File: src/hw/rtl/etrb_pkg.sv
// Shared types, codes and constants of the event trace ring buffer.
`timescale 1ns / 1ps

package etrb_pkg;

	localparam int DEPTH_DEFAULT = 32;

	localparam logic [2:0] OP_BIND  = 3'd0;
	localparam logic [2:0] OP_TICK  = 3'd1;
	localparam logic [2:0] OP_STATE = 3'd2;
	localparam logic [2:0] OP_SEND  = 3'd3;
	localparam logic [2:0] OP_DRAIN = 3'd4;
	localparam logic [2:0] OP_RESET = 3'd5;

	localparam logic [1:0] KIND_TICK   = 2'd0;
	localparam logic [1:0] KIND_STATE  = 2'd1;
	localparam logic [1:0] KIND_SEND   = 2'd2;
	localparam logic [1:0] KIND_STATUS = 2'd3;

	localparam logic [31:0] NO_CLIENT = 32'hFFFF_FFFF;
	localparam logic [31:0] SAT_MAX   = 32'hFFFF_FFFF;
	localparam logic [63:0] STAMP_ONE = 64'd1;

	typedef enum logic {
		ST_IDLE,
		ST_DRAIN
	} state_t;

	typedef struct packed {
		logic [2:0]  op;
		logic [31:0] thread_id;
		logic [31:0] event_tick;
		logic [31:0] client_id;
		logic [15:0] prev_state;
		logic [15:0] next_state;
		logic [31:0] header;
		logic [31:0] byte_count;
	} req_t;

	typedef struct packed {
		logic        ok;
		logic        last;
		logic [1:0]  kind;
		logic [31:0] tick_out;
		logic [31:0] client_out;
		logic [31:0] states_out;
		logic [31:0] header_out;
		logic [31:0] count_out;
		logic [63:0] sequence_out;
		logic [31:0] dropped_out;
		logic [31:0] violations_out;
	} rsp_t;

	typedef struct packed {
		logic [1:0]  kind;
		logic [31:0] tick;
		logic [31:0] client;
		logic [31:0] states;
		logic [31:0] header;
		logic [31:0] count;
		logic [63:0] sequence_no;
	} entry_t;

	function automatic logic [31:0] sat_inc(input logic [31:0] v);
		return (v == SAT_MAX) ? v : v + 32'd1;
	endfunction

endpackage

File: src/hw/rtl/etrb_ctrl.sv
// Sequencer for binds, records and drains, with pointers, counters and the stamp.
`timescale 1ns / 1ps

module etrb_ctrl #(
	parameter int DEPTH = etrb_pkg::DEPTH_DEFAULT
) (
	input  logic                     clk,
	input  logic                     arst_n,
	input  logic                     req_pend,
	input  etrb_pkg::req_t           req_data,
	input  logic                     out_free,
	output logic                     take,
	output logic                     load,
	output etrb_pkg::rsp_t           item,
	output logic                     mem_we,
	output logic [$clog2(DEPTH)-1:0] mem_waddr,
	output etrb_pkg::entry_t         mem_wdata,
	output logic                     mem_re,
	output logic [$clog2(DEPTH)-1:0] mem_raddr,
	input  etrb_pkg::entry_t         mem_rdata
);

	localparam int IW = $clog2(DEPTH);
	localparam int PW = $clog2(DEPTH + 1);
	localparam int SW = PW + 1;

	etrb_pkg::state_t state_q, state_d;
	logic [PW-1:0] wp_q, wp_d;
	logic [IW-1:0] rp_q, rp_d;
	logic [31:0]   bound_q, bound_d;
	logic [31:0]   drop_q, drop_d;
	logic [31:0]   viol_q, viol_d;
	logic [63:0]   stamp_q, stamp_d;
	logic [PW-1:0] rem_q, rem_d;
	logic [PW-1:0] n_q, n_d;
	logic [IW-1:0] rd_addr_q, rd_addr_d;
	logic          pend_s1, pend_d;

	logic [SW-1:0] slot_sum;
	logic [SW-1:0] slot;
	logic          foreign;
	logic          mv;
	logic          issue;

	// Slot of the next free entry: read pointer plus fill, wrapped once.
	assign slot_sum  = SW'(rp_q) + SW'(wp_q);
	assign slot      = (slot_sum >= SW'(DEPTH)) ? slot_sum - SW'(DEPTH) : slot_sum;
	assign mem_waddr = slot[IW-1:0];
	assign mem_raddr = rd_addr_q;
	assign foreign   = (req_data.thread_id == 32'd0) || (bound_q == 32'd0) ||
	                   (req_data.thread_id != bound_q);

	always_comb begin
		mem_wdata             = '0;
		mem_wdata.kind        = 2'(req_data.op - etrb_pkg::OP_TICK);
		mem_wdata.tick        = req_data.event_tick;
		mem_wdata.client      = (req_data.op == etrb_pkg::OP_TICK) ?
		                        etrb_pkg::NO_CLIENT : req_data.client_id;
		mem_wdata.sequence_no = stamp_q;
		if (req_data.op == etrb_pkg::OP_STATE) begin
			mem_wdata.states = {req_data.prev_state, req_data.next_state};
		end
		if (req_data.op == etrb_pkg::OP_SEND) begin
			mem_wdata.header = req_data.header;
			mem_wdata.count  = req_data.byte_count;
		end
	end

	always_comb begin
		state_d   = state_q;
		wp_d      = wp_q;
		rp_d      = rp_q;
		bound_d   = bound_q;
		drop_d    = drop_q;
		viol_d    = viol_q;
		stamp_d   = stamp_q;
		rem_d     = rem_q;
		n_d       = n_q;
		rd_addr_d = rd_addr_q;
		pend_d    = pend_s1;
		take      = 1'b0;
		load      = 1'b0;
		item      = '0;
		mem_we    = 1'b0;
		mem_re    = 1'b0;
		mv        = 1'b0;
		issue     = 1'b0;
		unique case (state_q)
			etrb_pkg::ST_IDLE: begin
				if (req_pend && req_data.op == etrb_pkg::OP_DRAIN) begin
					take      = 1'b1;
					state_d   = etrb_pkg::ST_DRAIN;
					rem_d     = wp_q;
					n_d       = wp_q;
					rd_addr_d = rp_q;
					pend_d    = 1'b0;
				end else if (req_pend && out_free) begin
					take      = 1'b1;
					load      = 1'b1;
					item.last = 1'b1;
					item.kind = etrb_pkg::KIND_STATUS;
					unique case (req_data.op)
						etrb_pkg::OP_BIND: begin
							if (req_data.thread_id == 32'd0 ||
							    (bound_q != 32'd0 && bound_q != req_data.thread_id)) begin
								viol_d = etrb_pkg::sat_inc(viol_q);
							end else begin
								bound_d = req_data.thread_id;
								item.ok = 1'b1;
							end
						end
						etrb_pkg::OP_TICK, etrb_pkg::OP_STATE, etrb_pkg::OP_SEND: begin
							if (foreign) begin
								viol_d = etrb_pkg::sat_inc(viol_q);
							end else if (wp_q == PW'(DEPTH) || stamp_q == 64'd0) begin
								drop_d = etrb_pkg::sat_inc(drop_q);
							end else begin
								mem_we  = 1'b1;
								stamp_d = stamp_q + 64'd1;
								wp_d    = wp_q + PW'(1);
								item.ok = 1'b1;
							end
						end
						etrb_pkg::OP_RESET: begin
							wp_d    = '0;
							rp_d    = '0;
							bound_d = '0;
							drop_d  = '0;
							viol_d  = '0;
							stamp_d = etrb_pkg::STAMP_ONE;
							item.ok = 1'b1;
						end
						default: begin
						end
					endcase
				end
			end
			etrb_pkg::ST_DRAIN: begin
				mv    = pend_s1 && out_free;
				issue = (rem_q != '0) && (!pend_s1 || mv);
				if (mv) begin
					load                = 1'b1;
					item.ok             = 1'b1;
					item.kind           = mem_rdata.kind;
					item.tick_out       = mem_rdata.tick;
					item.client_out     = mem_rdata.client;
					item.states_out     = mem_rdata.states;
					item.header_out     = mem_rdata.header;
					item.count_out      = mem_rdata.count;
					item.sequence_out   = mem_rdata.sequence_no;
				end
				if (issue) begin
					mem_re    = 1'b1;
					rem_d     = rem_q - PW'(1);
					rd_addr_d = (rd_addr_q == IW'(DEPTH - 1)) ? '0 : rd_addr_q + IW'(1);
				end
				pend_d = issue || (pend_s1 && !mv);
				if (rem_q == '0 && !pend_s1 && out_free) begin
					load                = 1'b1;
					item.ok             = 1'b1;
					item.last           = 1'b1;
					item.kind           = etrb_pkg::KIND_STATUS;
					item.client_out     = bound_q;
					item.count_out      = 32'(n_q);
					item.dropped_out    = drop_q;
					item.violations_out = viol_q;
					rp_d                = rd_addr_q;
					wp_d                = '0;
					state_d             = etrb_pkg::ST_IDLE;
				end
			end
			default: begin
				state_d = etrb_pkg::ST_IDLE;
			end
		endcase
	end

	always_ff @(posedge clk or negedge arst_n) begin
		if (!arst_n) begin
			state_q   <= etrb_pkg::ST_IDLE;
			wp_q      <= '0;
			rp_q      <= '0;
			bound_q   <= '0;
			drop_q    <= '0;
			viol_q    <= '0;
			stamp_q   <= etrb_pkg::STAMP_ONE;
			rem_q     <= '0;
			n_q       <= '0;
			rd_addr_q <= '0;
			pend_s1   <= 1'b0;
		end else begin
			state_q   <= state_d;
			wp_q      <= wp_d;
			rp_q      <= rp_d;
			bound_q   <= bound_d;
			drop_q    <= drop_d;
			viol_q    <= viol_d;
			stamp_q   <= stamp_d;
			rem_q     <= rem_d;
			n_q       <= n_d;
			rd_addr_q <= rd_addr_d;
			pend_s1   <= pend_d;
		end
	end

	// The fill never exceeds the number of entries.
	a_fill_bound: assert property (@(posedge clk) disable iff (!arst_n)
		wp_q <= PW'(DEPTH))
		else $error("fill count above depth");

	// Events still to be read never exceed the count captured at drain start.
	a_rem_bound: assert property (@(posedge clk) disable iff (!arst_n)
		state_q == etrb_pkg::ST_DRAIN |-> rem_q <= n_q)
		else $error("drain remainder above drained count");

	// Reads happen only while draining, writes only while idle and not full.
	a_read_drain: assert property (@(posedge clk) disable iff (!arst_n)
		mem_re |-> state_q == etrb_pkg::ST_DRAIN)
		else $error("memory read outside a drain");

	a_write_room: assert property (@(posedge clk) disable iff (!arst_n)
		mem_we |-> state_q == etrb_pkg::ST_IDLE && wp_q < PW'(DEPTH))
		else $error("memory write with no room");

	// The summary empties the buffer.
	a_summary_empties: assert property (@(posedge clk) disable iff (!arst_n)
		load && item.last && state_q == etrb_pkg::ST_DRAIN |=> wp_q == '0)
		else $error("buffer not empty after drain summary");

endmodule

File: config.mk
export PLATFORM = sky130hd
export DESIGN_NAME = etrb_ctrl
export DESIGN_NICKNAME = d
export VERILOG_FILES = /design/src/hw/rtl/etrb_pkg.sv /design/src/hw/rtl/etrb_ctrl.sv
export SDC_FILE = /design/constraint.sdc
export NUM_CORES = 1
export LEC_CHECK = 0
export ABC_CLOCK_PERIOD_IN_PS = 3400
export BUFFER_PORTS_ARGS = -buffer_cell sky130_fd_sc_hd__buf_4
export CAP_MARGIN = 0
export CORE_AREA = 2 2 374 376
export DETAILED_ROUTE_END_ITERATION = 10
export DIE_AREA = 0 0 376 378
export GPL_ROUTABILITY_DRIVEN = 0
export PLACE_DENSITY_LB_ADDON = 0.08
export SLEW_MARGIN = 20
export SYNTH_ARGS = -nofsm -noshare
export SYNTH_HDL_FRONTEND = slang
export SYNTH_SLANG_ARGS = --single-unit
File: constraint.sdc
create_clock -name clk -period 3.4 [get_ports clk]
set_input_delay 1.02 -clock clk [delete_from_list [all_inputs] [get_ports clk]]
set_output_delay 1.02 -clock clk [all_outputs]
set_load 0.02 [all_outputs]
======== Yosys cells after proc, flatten, opt, wreduce, memory -nomap -nowiden ========
Index checks and enable logic that the tools add are counted.
word-level totals
  flip-flop bits (word level) ............. 190
  bits of input ports ..................... 425
  output and inout port bits .............. 532
  word-level logic and storage cells ...... 152
cells by class
  add/subtract/negate cells ............... 9
  $lt $le $gt $ge ......................... 1
  equality and inequality tests ........... 27
  mux-type cells .......................... 67
  bitwise operators ....................... 2
  reduce and logical (&&, ||, !) cells .... 35
operator list
  kind                   number
  $mux 32                11
  $mux 288               1
  $mux 64                4
  $mux 226               1
  $pmux 32 s2            2
  $pmux 64 s2            1
  $pmux 32 s3            1
  $add 32x1->32 const B  2
  $add 64x1->64 const B  1
  $eq 32x32->1 const B   2
  $logic_not 32->1       2
  $logic_not 64->1       1
  $ne 32x32->1           2
  $mux 6                 7
  $mux 5                 8
  $pmux 6 s2             3
  $reduce_bool 32->1     1
  $ne 2x2->1 const B     10
  $pmux 5 s2             2
  $mux 1                 18
  $reduce_and 6->1       3
  $mux 4                 3
  $logic_and 1x1->1      8
  $pmux 4 s2             1
  other kinds (30)       46

======== Logic depth before layout (Yosys ltp) ========
  depth in word-level cells ............... 8
  mapped depth ............................ 11
  mapped depth without buffers ............ 9

======== Least setup slack after synthesis ========
No wires, ideal clock.
  path kind ............................... input to output
  start ................................... in req_data[192] (netlist bit)
  end ..................................... out item[291] (netlist bit)
  arrival time ............................ 2878 ps
  data required time ...................... 2380 ps
  setup slack ............................. -498 ps
  cell stages on the path ................. 7
  path buffers ............................ 0
  cell sequence ........................... inv_1 > ha_1 > nand2b_1 > o31a_1 > o31ai_1 > a21oi_1 > o311ai_0
RTL lines
  item             line             source
  start, declared  etrb_ctrl.sv:10  input etrb_pkg::req_t req_data,
  end, declared    etrb_ctrl.sv:14  output etrb_pkg::rsp_t item,

==> run summary <==
For this run, the detailed router's first-pass iteration total came to 5. The share of the synthesized area in the top cell type was 32.1%; the number of global-route vias before repair was 18,950. Power share of the combinational group: 52.1%. The count of distinct cell types in the synthesized netlist was 56; the number of enable-type register cells in the synthesized netlist was 0.

Routed via count: 18,477. The die outline width was 376 um. The overall die height came out at 378 um. The flop and latch count out of synthesis is 190. The logs give 17 for the TritonCTS buffer count and 86 for the largest net degree at the start of global routing.

The share of the cycle needed by the critical path after routing is 114%. TritonCTS built the clock tree. The final layout contains 3,322 nets.

Type of element launching the critical path: an input port. A synthesized cell averages 8.08 um2. The final reports fail on setup timing. In this run the tightest slew margin relative to its limit is 58.3%.

Switching power of the nets: 0.00477 W. The total buffers and inverters traversed by the critical path came out at 3. The flow ran to the end, but the final reports show violations.

The run gives 2 as the maximum number of buffers from clock root to sink. The internal power component was 0.00650 W. Detailed placement ended at an HPWL of 104,000 um. The first global-routing pass estimated 166,000 um of wire. Counting the fill cells in the layout gives 15,451. During placement, the flow inserted port buffers numbering 892. The detailed router finished its first iteration with 870 violations. Among cell families on the critical path, the largest total delay comes from compound AO/OA/AOI/OAI gates. The area growth from synthesis to layout was 93.0%; the number of hold violations in the final report was 0. Summing the sequential cell areas from Yosys gives 32.3% of the chip area. Dividing total power by cell area gives a power density of 397 nW/um2.

The min-delay analysis places its worst path in the category input port to asynchronous set/reset pin. Walking the worst path, the cells encountered are buf_4 > xnor2_1 > nand4_1 > nor4_2 > buf_4 > nand2_4 > o31ai_4 > a21oi_4 > o311ai_4 > buf_6. For the worst-skew pair, the clock arrives at the later sink with an insertion delay of 0.52 ns. The sequential share of power is 25.9%. After synthesis the cells add up to 14,700 um2. Dividing the detail-routed wire length by the instance count gives 26.7 um. The most common flop cell mapped by yosys is sky130_fd_sc_hd__dfrtp_1.

The share of total power consumed by net switching works out to 42.3%. In this run the standard cell core region covers 139,000 um2. During I/O placement, the number of pins put on the boundary was 957. The Yosys warning count was 0. The tool flagged a number of max-cap violations equal to 0.

CTS placed an instance of sky130_fd_sc_hd__clkbuf_16 at the clock tree root. By area the synthesized netlist is led by sky130_fd_sc_hd__dfrtp_1 32%, sky130_fd_sc_hd__and2_1 15%, sky130_fd_sc_hd__mux2i_1 5.0%. The setup TNS came out at -15.84 ns. The most numerous cell type found on the critical path is sky130_fd_sc_hd__buf_4. Cell accounting for the most synthesized area: sky130_fd_sc_hd__dfrtp_1. The tightest hold path in the finished design has a slack of 0.421 ns. Subtracting the final worst setup slack from the clock period gives 3.86 ns. The worst-case setup margin in the final layout was -0.460 ns; the worst stage delay on the critical path was 0.35 ns.

Global routing used 16.8% of the available tracks. The worst path arrival time was 2.84 ns; the net count after synthesis was 2,265. Using the TritonRoute via totals, the vias-per-cell ratio works out to 3.92.

The effective utilization at floorplan is 10.6%, and the highest attainable clock frequency is 259 MHz. The final-report setup violation count is 106, and the worst-margin pin slew is 0.623 ns. The most common cell in the synthesized netlist is sky130_fd_sc_hd__and2_1. The tools report the static leakage as 13.3 nW.

Setup repair after global routing could not meet its margin everywhere. The share of final-layout standard cells stronger than drive strength 1 works out to 49.3%. The total count of max-transition violations in the final report was 0; the number of cells produced by synthesis was 1,822. For the remaining global-route overflow, the log shows 0.

After detailed routing, the number of remaining DRC violations is 0. IR analysis of the VDD net gives a maximum drop of 0.000463 V. The category of the critical setup timing path is input port to primary output. The final layout contains routed wiring with a total length of 126,000 um. CTS saw 190 sinks. CTS built an H-tree with a depth of 4.

After clock tree synthesis, the clock-pin slew on the worst setup and hold paths is 0.08 ns. Post-layout total power: 0.0113 W. Clock skew on the completed layout was measured at 0.0218 ns.

The tools report the clock share of power as 22.1%. In this run the remaining antenna-violating nets after routing total 0. For this run, asynchronously set or reset flops after synthesis account for 100%. Of all nets on the critical path, the largest fanout is 3.

The run gives 142,000 um2 as the area of the die. For the worst setup path, the data required time is 2.38 ns. The tools report the type of element capturing the critical path as a primary output. The commonest cells after synthesis are 358 x sky130_fd_sc_hd__and2_1, 189 x sky130_fd_sc_hd__dfrtp_1, 149 x sky130_fd_sc_hd__nand2_1.

For this design, the slowest cell found on the critical path is sky130_fd_sc_hd__o311ai_4. The tools report the number of antenna violations at the first check in global routing as 26. Row generation in the floorplan step produced 137 rows.
state kept, by name (all words and copies together), names as in the netlist:
| signal | count |
|---|---|
| stamp_q | 64 |
| bound_q | 32 |
| drop_q | 32 |
| viol_q | 32 |
| n_q | 6 |
| rem_q | 6 |
| wp_q | 6 |
| mem_raddr | 5 |
| rp_q | 5 |
| pend_s1 | 1 |
| state_q | 1 |
final timing paths:
kind	cells after the start	startpoint	slack, ns	endpoint
max in group asynchronous	2	arst_n	2.23	wp_q[0]$_DFFE_PN0P_
worst max register to register	7	stamp_q[4]$_DFFE_PN0P_	0.25	stamp_q[56]$_DFFE_PN0P_
worst max-delay path	10	req_data[190]	-0.46	item[291]
worst min register to register	2	n_q[5]$_DFFE_PN0P_	0.49	n_q[5]$_DFFE_PN0P_
min in group clk	2	n_q[5]$_DFFE_PN0P_	0.49	n_q[5]$_DFFE_PN0P_
worst min-delay path	1	arst_n	0.42	stamp_q[19]$_DFFE_PN0P_
cells by family after synthesis:
logic type,after synthesis,share of synthesized area (%)
AND/OR/NAND/NOR,998,39.7
AO/OA/AOI/OAI,278,12.6
buffers and inverters,228,6.68
flip-flops,190,32.3
multiplexers,74,5.04
XOR/XNOR,36,2.14
adder cells (fa/ha/maj),18,1.58
power groups by stage:
| stage | logic, W | clock network, W | registers (W) |
|---|---|---|---|
| global placement | 0.00558 | 0 | 0.00291 |
| finish | 0.00587 | 0.00249 | 0.00292 |
| global route | 0.00630 | 0.00269 | 0.00297 |
| detailed placement | 0.00556 | 0 | 0.00291 |
| CTS | 0.00590 | 0.00261 | 0.00292 |
| floorplan | 0.00241 | 0 | 0.00286 |
cell usage in the layout (no fill, tap or decap), types with 31 or more instances in the layout:
cell type,count
sky130_fd_sc_hd__o31ai_1,79
sky130_fd_sc_hd__buf_12,51
sky130_fd_sc_hd__nand4_1,69
sky130_fd_sc_hd__nand3_1,71
sky130_fd_sc_hd__or4_1,82
sky130_fd_sc_hd__buf_4,988
sky130_fd_sc_hd__mux2i_1,73
sky130_fd_sc_hd__nor4_1,48
sky130_fd_sc_hd__nand2_1,143
sky130_fd_sc_hd__a22o_1,31
sky130_fd_sc_hd__nand2b_1,74
sky130_fd_sc_hd__a21oi_1,90
sky130_fd_sc_hd__dfrtp_1,179
sky130_fd_sc_hd__and2_1,272
sky130_fd_sc_hd__and2_4,84
sky130_fd_sc_hd__buf_6,133
sky130_fd_sc_hd__inv_1,53
sky130_fd_sc_hd__and3_1,34
timing repair:
item | 4_1_cts | 5_1_grt
hold buffers | 0 | 0
endpoints found under the setup margin | 125 | 213
hold endpoints to repair | 0 | 0
buffers inserted | 27 | 14
pin swaps | 35 | 25
cloned | 11 | 6
resized for setup | 310 | 110
metrics by stage:
step | cells | instance area, um2 | utilization, % | worst slack (ns)
2_1_floorplan | 1822 | 14700 | - | -0.0313
3_3_place_gp | 4630 | 25700 | 18.5 | -1.04
3_5_place_dp | 4630 | 25700 | 18.5 | -0.963
4_1_cts | 4690 | 27900 | 20.2 | -0.497
5_1_grt | 4704 | 28400 | 20.5 | -0.552
6_report | 4710 | 28400 | 20.5 | -0.460
area by class of cell:
class / instances / area (um2) / share of cell area (%)
Clock inverter: 9 / 180 / 0.634
Clock buffer: 22 / 484 / 1.70
Antenna cell: 12 / 30.0 / 0.106
Multi-Input combinational cell: 1404 / 9840 / 34.6
Tap cell: 1807 / 2260 / 7.96
Timing Repair Buffer: 1209 / 10600 / 37.4
Sequential cell: 190 / 4770 / 16.8
Inverter: 57 / 216 / 0.762
layer usage:
layer / share of wire (%) / GRT usage, % / vias to the layer above / wire length (um)
met1: 40 / 19.7 / 9110 / 50800
met5: 0.077 / 0 / - / 97
met2: 50 / 30.0 / 662 / 63400
met4: 1.8 / 3.32 / 16 / 2270
met3: 7.3 / 5.24 / 78 / 9210
li1: - / - / 8611 / -
worst reg2reg max path, delay by kind of cell (launching register included):
| family | cells | cell delay (ns) |
|---|---|---|
| buffers and inverters | 1 | 0.19 |
| and+or+nand+nor | 5 | 2.35 |
| DFF | 1 | 0.40 |
| AOI/OAI and AO/OA | 1 | 0.15 |
(Power assumes the default switching activity.)
